### src/hw/rtl/bresenham_line_rasterizer_assert.svh
// Assertion macros for the line rasterizer.
// Used by bresenham_line_rasterizer.sv; needs nothing else.
`ifndef BRESENHAM_LINE_RASTERIZER_ASSERT_SVH
`define BRESENHAM_LINE_RASTERIZER_ASSERT_SVH

// same-cycle implication
`define BLR_ASSERT_IMP(lbl, clk, rst_n, ante, cons, msg) \
    lbl: assert property (@(posedge clk) disable iff (!rst_n) (ante) |-> (cons)) \
        else $error(msg);

// next-cycle implication
`define BLR_ASSERT_NXT(lbl, clk, rst_n, ante, cons, msg) \
    lbl: assert property (@(posedge clk) disable iff (!rst_n) (ante) |=> (cons)) \
        else $error(msg);

`endif

### src/hw/rtl/blr_pkg.sv
// Package for the line rasterizer: widths, word layout and sequencer states.
// No dependencies.
`default_nettype none

package blr_pkg;

    localparam int TILE_SIZE = 64;
    localparam int COORD_W   = $clog2(TILE_SIZE);
    localparam int COLOUR_W  = 2;
    // error term range is about +-2*TILE_SIZE
    localparam int ERR_W     = COORD_W + 3;

    localparam int CMD_BITS  = 4 * COORD_W + COLOUR_W;
    localparam int CMD_W     = ((CMD_BITS + 7) / 8) * 8;
    localparam int PIX_BITS  = 2 * COORD_W + COLOUR_W;
    localparam int PIX_W     = ((PIX_BITS + 7) / 8) * 8;

    typedef enum logic [1:0] {
        ST_IDLE,
        ST_SETUP,
        ST_RUN
    } blr_state_t;

endpackage

`default_nettype wire

### src/hw/rtl/bresenham_line_rasterizer.sv
// Bresenham line rasterizer: one line command in, one word per pixel out.
// Depends on blr_pkg and bresenham_line_rasterizer_assert.svh.
//
//  channel   dir  tdata (low bit up)                               tlast
//  s_axis    in   x_start, y_start, x_end, y_end, colour_code      -
//  m_axis    out  pixel_x, pixel_y, pixel_colour                   final_pixel
//
// A command is captured in idle and set up in ST_SETUP; then ST_RUN emits one pixel
// per cycle while the output is not stalled, max(|dx|,|dy|) pixels in all.
// The error term is updated by a single shared adder, one step per pixel.
// A stalled output register holds the sequencer; no pixel is dropped.
// s_axis_tready is high only in idle. Reset clears the state, output valid and pixel count.
`default_nettype none

`include "bresenham_line_rasterizer_assert.svh"

module bresenham_line_rasterizer
    import blr_pkg::*;
(
    input  wire logic             clk,
    input  wire logic             rst_n,
    input  wire logic             s_axis_tvalid,
    output logic                  s_axis_tready,
    // x_start, y_start, x_end, y_end, colour_code, zero pad
    input  wire logic [CMD_W-1:0] s_axis_tdata,
    output logic                  m_axis_tvalid,
    input  wire logic             m_axis_tready,
    // pixel_x, pixel_y, pixel_colour, zero pad
    output logic [PIX_W-1:0]      m_axis_tdata,
    output logic                  m_axis_tlast
);

    blr_state_t state_reg, state_next;

    logic [COORD_W-1:0]  xs_reg, ys_reg, xe_reg, ye_reg;
    logic [COLOUR_W-1:0] colour_reg;

    logic [COORD_W-1:0]       px_reg, px_next, py_reg, py_next;
    logic signed [ERR_W-1:0]  err_reg, err_next;
    logic signed [ERR_W-1:0]  inc_pos_reg, inc_pos_next, inc_neg_reg, inc_neg_next;
    logic [COORD_W-1:0]       remain_reg, remain_next;
    logic                     shallow_reg, shallow_next;
    logic                     neg_x_reg, neg_x_next, neg_y_reg, neg_y_next;

    logic                m_valid_reg, m_valid_next;
    logic [PIX_BITS-1:0] m_data_reg, m_data_next;
    logic                m_last_reg, m_last_next;

    // setup arithmetic
    logic signed [COORD_W:0] dx, dy;
    logic [COORD_W-1:0]      adx, ady, major, minor;
    logic                    shallow;

    logic                    accept, emit, err_nonneg;
    logic signed [ERR_W-1:0] err_inc;
    logic [COORD_W-1:0]      step_x, step_y;

    assign accept = s_axis_tvalid && s_axis_tready;
    assign emit   = (state_reg == ST_RUN) && (!m_valid_reg || m_axis_tready);

    always_comb
    begin
        dx      = $signed({1'b0, xe_reg}) - $signed({1'b0, xs_reg});
        dy      = $signed({1'b0, ye_reg}) - $signed({1'b0, ys_reg});
        adx     = dx[COORD_W] ? COORD_W'(-dx) : dx[COORD_W-1:0];
        ady     = dy[COORD_W] ? COORD_W'(-dy) : dy[COORD_W-1:0];
        shallow = adx > ady;
        major   = shallow ? adx : ady;
        minor   = shallow ? ady : adx;
    end

    // shared error-term adder
    assign err_nonneg = !err_reg[ERR_W-1];
    assign err_inc    = err_nonneg ? inc_neg_reg : inc_pos_reg;
    assign step_x     = neg_x_reg ? {COORD_W{1'b1}} : COORD_W'(1);
    assign step_y     = neg_y_reg ? {COORD_W{1'b1}} : COORD_W'(1);

    always_comb
    begin
        state_next   = state_reg;
        px_next      = px_reg;
        py_next      = py_reg;
        err_next     = err_reg;
        inc_pos_next = inc_pos_reg;
        inc_neg_next = inc_neg_reg;
        remain_next  = remain_reg;
        shallow_next = shallow_reg;
        neg_x_next   = neg_x_reg;
        neg_y_next   = neg_y_reg;
        m_valid_next = m_valid_reg && !m_axis_tready;
        m_data_next  = m_data_reg;
        m_last_next  = m_last_reg;
        s_axis_tready = 1'b0;

        unique case (state_reg)
            ST_IDLE:
            begin
                s_axis_tready = 1'b1;
                if (s_axis_tvalid)
                begin
                    state_next = ST_SETUP;
                end
            end
            ST_SETUP:
            begin
                px_next      = xs_reg;
                py_next      = ys_reg;
                shallow_next = shallow;
                neg_x_next   = dx[COORD_W];
                neg_y_next   = dy[COORD_W];
                remain_next  = major;
                err_next     = ERR_W'({minor, 1'b0}) - ERR_W'(major);
                inc_pos_next = ERR_W'({minor, 1'b0});
                inc_neg_next = ERR_W'({minor, 1'b0}) - ERR_W'({major, 1'b0});
                state_next   = (major == '0) ? ST_IDLE : ST_RUN;
            end
            ST_RUN:
            begin
                if (emit)
                begin
                    m_valid_next = 1'b1;
                    m_data_next  = {colour_reg, py_reg, px_reg};
                    m_last_next  = (remain_reg == COORD_W'(1));
                    err_next     = err_reg + err_inc;
                    if (shallow_reg || err_nonneg)
                    begin
                        px_next = px_reg + step_x;
                    end
                    if (!shallow_reg || err_nonneg)
                    begin
                        py_next = py_reg + step_y;
                    end
                    remain_next = remain_reg - COORD_W'(1);
                    if (remain_reg == COORD_W'(1))
                    begin
                        state_next = ST_IDLE;
                    end
                end
            end
            default:
            begin
                state_next = ST_IDLE;
            end
        endcase
    end

    always_ff @(posedge clk or negedge rst_n)
    begin
        if (!rst_n)
        begin
            state_reg   <= ST_IDLE;
            m_valid_reg <= 1'b0;
            remain_reg  <= '0;
        end
        else
        begin
            state_reg   <= state_next;
            m_valid_reg <= m_valid_next;
            remain_reg  <= remain_next;
        end
    end

    always_ff @(posedge clk)
    begin
        if (accept)
        begin
            xs_reg     <= s_axis_tdata[0*COORD_W +: COORD_W];
            ys_reg     <= s_axis_tdata[1*COORD_W +: COORD_W];
            xe_reg     <= s_axis_tdata[2*COORD_W +: COORD_W];
            ye_reg     <= s_axis_tdata[3*COORD_W +: COORD_W];
            colour_reg <= s_axis_tdata[4*COORD_W +: COLOUR_W];
        end
        px_reg      <= px_next;
        py_reg      <= py_next;
        err_reg     <= err_next;
        inc_pos_reg <= inc_pos_next;
        inc_neg_reg <= inc_neg_next;
        shallow_reg <= shallow_next;
        neg_x_reg   <= neg_x_next;
        neg_y_reg   <= neg_y_next;
        m_data_reg  <= m_data_next;
        m_last_reg  <= m_last_next;
    end

    assign m_axis_tvalid = m_valid_reg;
    assign m_axis_tdata  = PIX_W'(m_data_reg);
    assign m_axis_tlast  = m_last_reg;

    `BLR_ASSERT_NXT(a_accept_setup, clk, rst_n, accept, state_reg == ST_SETUP,
        "command accepted but sequencer not in setup")
    `BLR_ASSERT_IMP(a_run_nonzero, clk, rst_n, state_reg == ST_RUN, remain_reg != '0,
        "sequencer running with no pixels left")
    `BLR_ASSERT_IMP(a_idle_done, clk, rst_n, s_axis_tready, remain_reg == '0,
        "ready for a command while pixels remain")
    `BLR_ASSERT_NXT(a_last_mark, clk, rst_n, emit && remain_reg == COORD_W'(1),
        m_axis_tvalid && m_axis_tlast, "final pixel not marked")

endmodule

`default_nettype wire

### config.mk
export PLATFORM = sky130hd
export DESIGN_NAME = bresenham_line_rasterizer
export DESIGN_NICKNAME = d
export VERILOG_FILES = /design/src/hw/rtl/blr_pkg.sv /design/src/hw/rtl/bresenham_line_rasterizer.sv
export VERILOG_INCLUDE_DIRS = /design/src /design/src/hw/rtl
export SDC_FILE = /design/constraint.sdc
export NUM_CORES = 1
export LEC_CHECK = 0
export ABC_CLOCK_PERIOD_IN_PS = 6100
export BUFFER_PORTS_ARGS = -buffer_cell sky130_fd_sc_hd__buf_4
export CORE_UTILIZATION = 45
export DETAILED_ROUTE_END_ITERATION = 10
export PLACE_DENSITY = 0.66
export RECOVER_POWER = 50
export SLEW_MARGIN = 5
export SYNTH_ARGS = -nofsm -noshare
export SYNTH_HDL_FRONTEND = slang
export SYNTH_SLANG_ARGS = --single-unit
### constraint.sdc
create_clock -name clk -period 6.1 [get_ports clk]
set_input_delay 1.22 -clock clk [delete_from_list [all_inputs] [get_ports clk]]
set_output_delay 1.22 -clock clk [all_outputs]
set_load 0.02 [all_outputs]
==> results of run 1 <==
==> cell type report <==
type | count | area [um2] | area share, %
multi-input cells | 360 | 2640 | 42.6
flip-flops and latches | 86 | 2540 | 41.0
repair buffers | 60 | 398 | 6.43
clock buffers | 10 | 229 | 3.70
inverters | 47 | 179 | 2.89
well taps | 143 | 179 | 2.89
clock inverters | 4 | 26.3 | 0.425
==> worst paths after layout <==
path | from | to | cells after the start
max | ye_reg[0]$_DFFE_PP_ | err_reg[6]$_DFFE_PP_ | 26
min | colour_reg[0]$_DFFE_PP_ | m_data_reg[12]$_DFFE_PP_ | 0
max reg2reg | ye_reg[0]$_DFFE_PP_ | err_reg[6]$_DFFE_PP_ | 26
min reg2reg | colour_reg[0]$_DFFE_PP_ | m_data_reg[12]$_DFFE_PP_ | 0
max in group asynchronous | rst_n | remain_reg[5]$_DFFE_PN0P_ | 1
min in group asynchronous | rst_n | state_reg[0]$_DFFE_PN0P_ | 1
==> synth_stat cells, types with 2 or more instances <==
master / n
edfxtp_1: 77
inv_1: 46
a21oi_1: 41
ha_1: 40
nand2_1: 38
o21ai_0: 35
nor2_1: 30
xnor2_1: 22
xor2_1: 14
a21o_1: 12
dfrtp_1: 9
nor2b_1: 9
and2_1: 8
clkbuf_1: 8
nand3_1: 8
nor3_1: 8
a211oi_1: 7
o21bai_1: 7
mux2_2: 6
nand2b_1: 6
fa_1: 5
mux2i_1: 5
a311o_1: 3
buf_4: 3
nor4b_1: 3
o21ai_1: 3
a22o_1: 2
a31oi_1: 2
and4_1: 2
nand3b_1: 2
nor3b_1: 2
nor4_1: 2
o211a_1: 2
o22ai_1: 2
or3_1: 2
==> cell families after synthesis <==
logic type | after synthesis | share of synthesized area (%)
adder cells (fa/ha/maj) | 46 | 11.3
buffers and inverters | 61 | 4.66
multiplexers | 13 | 2.71
AO/OA/AOI/OAI | 134 | 16.0
flip-flops | 86 | 47.0
XOR/XNOR | 37 | 6.14
other | 1 | 0.0695
AND/OR/NAND/NOR | 128 | 12.1
==> routing by layer <==
layer	vias to the layer above	wire, um
met4	0	188
met3	14	455
met5	-	0
met1	1880	5530
met2	76	5240
li1	1940	-
==> timing repair <==
action | 4_1_cts | 5_1_grt
setup endpoints to repair | 0 | 3
resized for setup | 0 | 5
hold buffers | 0 | 0
==> metrics by stage <==
step	area, um2	std cells	util, %	hold slack, ps
after global routing	6180	710	53.5	449
final	6180	710	53.5	418
after detailed placement	5960	696	51.5	405
after floorplan	5400	507	-	400
after CTS	6210	710	53.7	421
after global placement	5960	696	51.5	403
==> out/results.txt, run 1 <==
Status: finished with violations
Failing checks: design-rule violations
Min Tclk post-route: 5650 ps
Num ports: 55
Routed wire length: 11,400 um
Data required time at the worst endpoint: 6190 ps
Initial DRT Pass Iterations: 7
Arrival time at the worst endpoint: 5740 ps
Seq/Total Area, Yosys: 47.0%
Commonest cells after routing, fill and taps aside: edfxtp_1, inv_1, ha_1
Post-synthesis async set-or-reset flop share: 10.5%
Syn_area_per_cell: 10.7 um2
Vias per cell: 5.51
Setup crit end kind: flip-flop
Top-area cell type share of the netlist area: 42.8%
Vias: 3,910
Antenna Cells: 0
First-pass GRT wire length: 19,100 um
Die Wd: 112 um
Die Y: 112 um
RSZ-0062 raised after global routing: false
# setup viols final: 0
CP max stage cell: fa_1
Met3 global-route usage: 4.08%
HPWL after DPL: 8720 um
Most frequent CP cell: ha_1
Commonest non-fill, non-tap cell in the layout: edfxtp_1
Die area: 12,400 um2
CTS tree: yes
FF-to-FF setup slack: 450 ps
#FFs+latches synth: 86
GP Congestion: 0.840
CTS sink cnt: 86
Input/output buffers: 46
Fin. max-slew vios: 0
Grt total ovfl: 0
Layer with the highest usage: met2
Final worst slack: 448 ps
Clock transition at path regs: 60 ps
Max incr delay on CP: 400 ps
Syn Std Cell Area: 5400 um2
Initial drt markers: 335
Fin nets: 645
Max Fanout on Critical Path: 13
Setup_tns: 0 ps
GR met1 Demand/Resource: 26.8%
Post-Synthesis Cells: 506
Fmax: 0.177 GHz
Min-delay worst type: reg -> reg
Top Family by Delay on Critical Path: compound AO/OA/AOI/OAI gates
Clock skew: 11.2 ps
Post-synth EDFFs: 77
Total track usage: 19.8%
Initial Util: 46.7%
Ys Warns: 0
Ranking of synthesized cells by area: edfxtp_1, ha_1, dfrtp_1
Slew margin rel.: 27.8%
Prevailing post-synth register cell: edfxtp_1
Clock Tree Buf Depth: 2
Initial antenna violation count: 0
Share of cells above drive strength 1: 14.1%
Critical Path Source Type: flip-flop
Slew @ Worst Pin: 1080 ps
Vias in the first global route: 3,942
Num CTS Buffers: 9
Postcts setup bufs: 0
Final Cycle Share: 92.6%
Max cap viols: 0
Synthesis-to-finish area growth: 14.6%
Max reg flops: 14
Wire length per cell: 16.1 um
Synth area leader: edfxtp_1
Library cells used by synthesis: 70
Met2 Use GR: 31.6%
Routed Antenna Nets: 0
Num rows: 39
Hold Fails Final Rpt: 0
Buf/Inv on CP: 4
Clk_lat worst skew: 350 ps
Largest net degree at the start of global routing: 27
Root Buffer: clkbuf_16
Depth of the CTS H-tree: 3
Pre-CTS setup slack: 425 ps
Fillers: 1,008
# DRC: 6
Core footprint: 11,600 um2
WS Path Type: reg -> reg
Power of run 1 is left out: the tool's default activity adds up to more than one toggle a clock period on the data nets, which glitch-free logic cannot reach.
==> run 2: changes to the inputs <==
--- a/config.mk
+++ b/config.mk
@@ -6,11 +6,10 @@
 export SDC_FILE = /design/constraint.sdc
 export NUM_CORES = 1
 export LEC_CHECK = 0
-export ABC_CLOCK_PERIOD_IN_PS = 6100
+export ABC_CLOCK_PERIOD_IN_PS = 7200
 export BUFFER_PORTS_ARGS = -buffer_cell sky130_fd_sc_hd__buf_4
 export CORE_UTILIZATION = 45
 export DETAILED_ROUTE_END_ITERATION = 10
-export PLACE_DENSITY = 0.66
 export RECOVER_POWER = 50
 export SLEW_MARGIN = 5
 export SYNTH_ARGS = -nofsm -noshare
==> constraint.sdc (replaced) <==
create_clock -name clk -period 7.2 [get_ports clk]
set_input_delay 1.44 -clock clk [delete_from_list [all_inputs] [get_ports clk]]
set_output_delay 1.44 -clock clk [all_outputs]
set_load 0.02 [all_outputs]
==> run 2 against run 1 <==
The flow still finishes with violations (design-rule violations). Global-route usage grew 0.10 points. Routed wire length shrank 2.6%. Non-clock buffer count shrank 6. Sequential share of layout area is essentially flat. Via count shrank 0.90%. Clock skew shrank 6.4 ps. Maximum frequency shrank 9.8%. Worst setup slack gained 490 ps. Hold slack gained 1.3 ps. Utilization shrank 0.065 points. Design area shrank 0.12%. Critical path type unchanged. Highest routed layer unchanged.
==> out/results.txt, run 2 (synthesis results as in run 1) <==
Area occupied by registers: 2540 um2 (unchanged)
Commonest cells after routing, fill and taps aside: edfxtp_1, inv_1, a21oi_1
Synthesis-to-finish area growth: 14.4%
Num ports: 55 (unchanged)
CTS resizes: 0 (unchanged)
First-pass GRT wire length: 19,000 um (-0.62%)
Setup_tns: 0 ps (unchanged)
Hold-fix buffer count after cts: 0 (unchanged)
Max layer used: met4
Crit path to: err_reg[5]$_DFFE_PP_
Post-route insts no fill: 706 (-0.56%)
Clock skew: 4.80 ps (-6.44 ps)
Crit path cell chain: inv_1 > ha_1 > inv_1 > fa_1 > a211oi_1 > o21bai_1 > a21oi_4 > mux2i_1 > ha_1 > nor2b_1 > o21bai_1 > a21oi_1 > nor4b_1 > a211oi_4 > nor2_8 > inv_4 > o21ai_1 > inv_1 > ha_1 > a31oi_1 > mux2i_1 > a21o_1 > a2111o_1 > o211a_1
Grt total ovfl: 0 (unchanged)
Hold Fails Final Rpt: 0 (unchanged)
RSZ-0062 raised after global routing: false
Status: finished with violations
Buf/Inv on CP: 4 (unchanged)
Postcts setup bufs: 0 (unchanged)
Total track usage: 19.9% (+0.10 points)
# setup viols final: 0 (unchanged)
Core footprint: 11,600 um2 (unchanged)
Largest net degree at the start of global routing: 27 (unchanged)
Clock Tree Buf Depth: 2 (unchanged)
CTS sink cnt: 86 (unchanged)
FF-to-FF End: err_reg[5]$_DFFE_PP_
Worst Setup SP: ye_reg[0]$_DFFE_PP_
Max incr delay on CP: 620 ps (+220 ps)
Die Y: 112 um (unchanged)
Critical path depth in cells: 24 (-7.7%)
Clock transition at path regs: 60 ps (about the same)
Vias per cell: 5.49 (-0.33%)
Num rows: 39 (unchanged)
Final Cell Area: 6180 um2 (-0.12%)
WL met3: 464 um (+2.0%)
FF-to-FF setup slack: 940 ps (+490 ps)
Min-delay worst type: reg -> reg
Worst-case reg-to-reg path depth: 24 (-7.7%)
Met1 wire length: 5350 um (-3.3%)
Arrival time at the worst endpoint: 6360 ps (+620 ps)
Initial Util: 46.7% (unchanged)
Initial drt markers: 291 (-13%)
CTS tree: yes
Fillers: 1,031 (+2.3%)
Fmax: 0.160 GHz (-9.8%)
Met2 WL: 5170 um (-1.3%)
Share of cells above drive strength 1: 14.9% (+0.81 points)
# DRC: 8 (+2)
Root Buffer: clkbuf_16
Initial antenna violation count: 0 (unchanged)
GP Congestion: 0.876 (+4.2%)
Data required time at the worst endpoint: 7300 ps (+1110 ps)
Final Cycle Share: 87.0% (-5.7 points)
Max reg flops: 14 (unchanged)
Antenna Cells: 0 (unchanged)
Max Fanout on Critical Path: 21 (+8)
Routed Antenna Nets: 0 (unchanged)
Fin nets: 639 (-0.93%)
Failing checks: design-rule violations
Dpl cell area: 5910 um2 (-0.76%)
Num CTS Buffers: 9 (unchanged)
Initial DRT Pass Iterations: 10 (+3)
Top Family by Delay on Critical Path: compound AO/OA/AOI/OAI gates
Layout Utilization: 53.4% (-0.065 points)
Die area: 12,400 um2 (unchanged)
Input/output buffers: 46 (unchanged)
Commonest non-fill, non-tap cell in the layout: edfxtp_1
Vias: 3,875 (-0.90%)
Setup crit end kind: flip-flop
Max cap viols: 0 (unchanged)
Slew @ Worst Pin: 1410 ps (+331 ps)
Min Tclk post-route: 6260 ps (+611 ps)
Fin. max-slew vios: 0 (unchanged)
RR Startpoint: ye_reg[0]$_DFFE_PP_
WS Path Type: reg -> reg
Depth of the CTS H-tree: 3 (unchanged)
CP max stage cell: nor4b_1
Wire length per cell: 15.7 um (-2.0%)
Multi-input logic area: 2610 um2 (-0.85%)
Clk_lat worst skew: 350 ps (about the same)
Die Wd: 112 um (unchanged)
Vias in the first global route: 3,908 (-0.86%)
Routed wire length: 11,100 um (-2.6%)
Critical Path Source Type: flip-flop
HPWL after DPL: 8400 um (-3.6%)
Slew margin rel.: 5.79% (-22 points)
Dpl cells: 690 (-0.86%)
## run 2: cell count changes in the layout (fill, tap and decap cells not counted)
cell,before,now
xnor2_2,2,1
xnor2_1,21,22
clkinv_1,1,0
a21oi_2,2,0
clkinvlp_4,0,1
inv_6,0,1
clkinv_2,1,3
buf_4,20,24
a21oi_1,39,41
o21ai_2,2,0
o21ai_1,1,3
clkbuf_1,15,3
clkbuf_4,26,27
## run 2: cell type report
class	instances	area share, %
clock buffers	9	3.65
flip-flops and latches	86	41.1
inverters	47	2.90
well taps	143	2.90
multi-input cells	360	42.3
clock inverters	7	0.790
repair buffers	54	6.38
## run 2: metal layers
metal  GRT usage (%)  vias up
met5               0        -
met4            5.50        0
met3            5.28       10
met2            31.6       69
met1            26.8     1861
li1                -     1935
## run 2: metrics by stage
stage               setup WS (ps)  hold WS (ps)
CTS                           933           419
global placement             1040           403
detailed placement            965           405
global route                  389           427
floorplan                    1440           400
finish                        937           419
## run 2: how the worst min path moves through the flow
stage          depth (start not counted)                       end  slack, ps                    start
2_1_floorplan                          0  m_data_reg[12]$_DFFE_PP_        400  colour_reg[0]$_DFFE_PP_
3_3_place_gp                           0  m_data_reg[13]$_DFFE_PP_        400  colour_reg[1]$_DFFE_PP_
3_5_place_dp                           0  m_data_reg[13]$_DFFE_PP_        400  colour_reg[1]$_DFFE_PP_
4_1_cts                                0  m_data_reg[13]$_DFFE_PP_        420  colour_reg[1]$_DFFE_PP_
5_1_grt                                0  m_data_reg[12]$_DFFE_PP_        430  colour_reg[0]$_DFFE_PP_
6_report                               0  m_data_reg[12]$_DFFE_PP_        420  colour_reg[0]$_DFFE_PP_
Power of run 2 is left out for the same reason.
==> run 3: changes to the inputs <==
--- a/config.mk
+++ b/config.mk
@@ -8,10 +8,12 @@
 export LEC_CHECK = 0
 export ABC_CLOCK_PERIOD_IN_PS = 7200
 export BUFFER_PORTS_ARGS = -buffer_cell sky130_fd_sc_hd__buf_4
-export CORE_UTILIZATION = 45
+export CORE_UTILIZATION = 30
 export DETAILED_ROUTE_END_ITERATION = 10
+export MAX_ROUTING_LAYER = met4
 export RECOVER_POWER = 50
 export SLEW_MARGIN = 5
 export SYNTH_ARGS = -nofsm -noshare
 export SYNTH_HDL_FRONTEND = slang
 export SYNTH_SLANG_ARGS = --single-unit
+export TNS_END_PERCENT = 5
==> run 3 against run 2 <==
The run now ends clean. Highest routed layer unchanged. Clock skew increased by 4.0 ps. Global-route usage decreased by 6.3 points. Hold slack improved by 2.6 ps. Critical path type unchanged. Via count decreased by 0.83%. Clock-buffer cell count unchanged. Worst setup slack got worse by 26 ps.
==> out/results.txt, run 3 (synthesis results as in run 1) <==
Initial drt markers: 280 (-3.8%)
Setup_tns: 0 ps (unchanged)
Max reg flops: 14 (unchanged)
Share of cells above drive strength 1: 13.0% (-1.9 points)
Initial DRT Pass Iterations: 5 (-5)
Setup crit end kind: flip-flop
Top Family by Delay on Critical Path: compound AO/OA/AOI/OAI gates
CTS tree: yes
Root Buffer: clkbuf_16
Min-delay worst type: reg -> reg
CP max stage cell: nor4b_1
First-pass GRT wire length: 18,900 um (-0.33%)
Fin. max-slew vios: 0 (unchanged)
Vias in the first global route: 3,829 (-2.0%)
Hold-fix buffer count after cts: 0 (unchanged)
Initial Util: 31.0% (-16 points)
Clock skew: 8.81 ps (+4.01 ps)
Postcts setup bufs: 0 (unchanged)
HPWL after DPL: 8590 um (+2.3%)
Input/output buffers: 46 (unchanged)
Data required time at the worst endpoint: 7310 ps (about the same)
Min Tclk post-route: 6290 ps (+26.3 ps)
Slew margin rel.: 1.63% (-4.2 points)
Final Cell Area: 6240 um2 (+1.1%)
Grt total ovfl: 0 (unchanged)
Vias per cell: 4.88 (-11%)
Vias: 3,843 (-0.83%)
Buf/Inv on CP: 3 (-1)
Critical Path Source Type: flip-flop
Status: completed
Commonest cells after routing, fill and taps aside: edfxtp_1, inv_1, a21oi_1
RSZ-0062 raised after global routing: false
WS Path Type: reg -> reg
Max cap viols: 0 (unchanged)
Crit path cell chain: ha_1 > inv_1 > fa_1 > a211oi_1 > o21bai_1 > a21oi_4 > mux2i_1 > ha_1 > nor2b_1 > o21bai_1 > a21oi_1 > nor4b_1 > a211oi_4 > nor2_8 > inv_4 > o21ai_1 > inv_1 > ha_1 > a21oi_1 > mux2i_1 > a21o_1 > a2111o_1 > o211a_1
GP Congestion: 0.819 (-6.4%)
Num ports: 55 (unchanged)
Clock transition at path regs: 70 ps (about the same)
Initial antenna violation count: 0 (unchanged)
# setup viols final: 0 (unchanged)
Num CTS Buffers: 9 (unchanged)
Hold Fails Final Rpt: 0 (unchanged)
Arrival time at the worst endpoint: 6400 ps (+40 ps)
Die area: 18,500 um2 (+49%)
Max incr delay on CP: 610 ps (about the same)
Routed wire length: 11,200 um (+1.1%)
# DRC: 0 (-8)
Depth of the CTS H-tree: 3 (unchanged)
Die Y: 136 um (+22%)
Clock Tree Buf Depth: 2 (unchanged)
Wire length per cell: 14.3 um (-9.3%)
CTS resizes: 0 (unchanged)
Total track usage: 13.6% (-6.3 points)
Core footprint: 17,400 um2 (+51%)
Fin nets: 638 (-0.16%)
Fillers: 1,731 (+68%)
Max Fanout on Critical Path: 21 (unchanged)
FF-to-FF setup slack: 910 ps (-30 ps)
Fmax: 0.159 GHz (-0.42%)
Final Cycle Share: 87.3% (+0.37 points)
Most frequent CP cell: ha_1
Num rows: 48 (+23%)
Synthesis-to-finish area growth: 15.6%
Commonest non-fill, non-tap cell in the layout: edfxtp_1
Die Wd: 136 um (+22%)
Routed Antenna Nets: 0 (unchanged)
Clk_lat worst skew: 350 ps (about the same)
CTS sink cnt: 86 (unchanged)
Largest net degree at the start of global routing: 38 (+41%)
Dpl cell area: 6010 um2 (+1.6%)
Slew @ Worst Pin: 1480 ps (+62.5 ps)
Antenna Cells: 0 (unchanged)
run 3: cell types whose count changed in the layout (fill, tap and decap cells not counted), sizes merged:
| cell | delta |
|---|---|
| buf | -11 |
| clkbuf | +10 |
| clkinv | -4 |
| clkinvlp | +2 |
| inv | +2 |
run 3: metal layers:
layer	routed length (um)	track usage, %	up-vias
met4	93	4.14	0
li1	-	-	1926
met2	5280	21.2	58
met1	5390	17.5	1849
met3	480	2.87	10
met5	0	-	-
run 3: layout make-up:
class | instances | area [um2] | area share, %
Multi-Input combinational cell | 360 | 2610 | 41.9
Sequential cell | 86 | 2540 | 40.7
Timing Repair Buffer | 53 | 349 | 5.59
Tap cell | 225 | 282 | 4.51
Clock buffer | 9 | 225 | 3.61
Inverter | 47 | 179 | 2.87
Clock inverter | 7 | 56.3 | 0.902
run 3: worst register-to-register path, cell delays in order, from the launching register on:
cell	delay, ps
edfxtp_1	400
ha_1	190
inv_1	60
fa_1	410
a211oi_1	320
o21bai_1	170
a21oi_4	270
mux2i_1	570
ha_1	380
nor2b_1	150
o21bai_1	140
a21oi_1	130
nor4b_1	610
a211oi_4	190
nor2_8	220
inv_4	130
o21ai_1	290
inv_1	80
ha_1	350
a21oi_1	150
mux2i_1	130
a21o_1	230
a2111o_1	370
o211a_1	130
run 3: worst paths after layout:
kind / cells after the start / from / to
worst max-delay path: 23 / ys_reg[0]$_DFFE_PP_ / err_reg[5]$_DFFE_PP_
worst min-delay path: 0 / colour_reg[1]$_DFFE_PP_ / m_data_reg[13]$_DFFE_PP_
worst max register to register: 23 / ys_reg[0]$_DFFE_PP_ / err_reg[5]$_DFFE_PP_
worst min register to register: 0 / colour_reg[1]$_DFFE_PP_ / m_data_reg[13]$_DFFE_PP_
max in group asynchronous: 1 / rst_n / state_reg[0]$_DFFE_PN0P_
min in group asynchronous: 1 / rst_n / m_axis_tvalid$_DFF_PN0_
run 3: metrics by stage:
stage	hold slack, ps	worst slack (ps)	cells	utilization (%)
after global placement	403	1100	771	34.5
after CTS	422	946	787	36.1
after detailed placement	406	965	771	34.5
final	421	911	787	35.8
after global routing	427	361	787	35.8
after floorplan	400	1440	507	-
Power of run 3 is left out for the same reason.
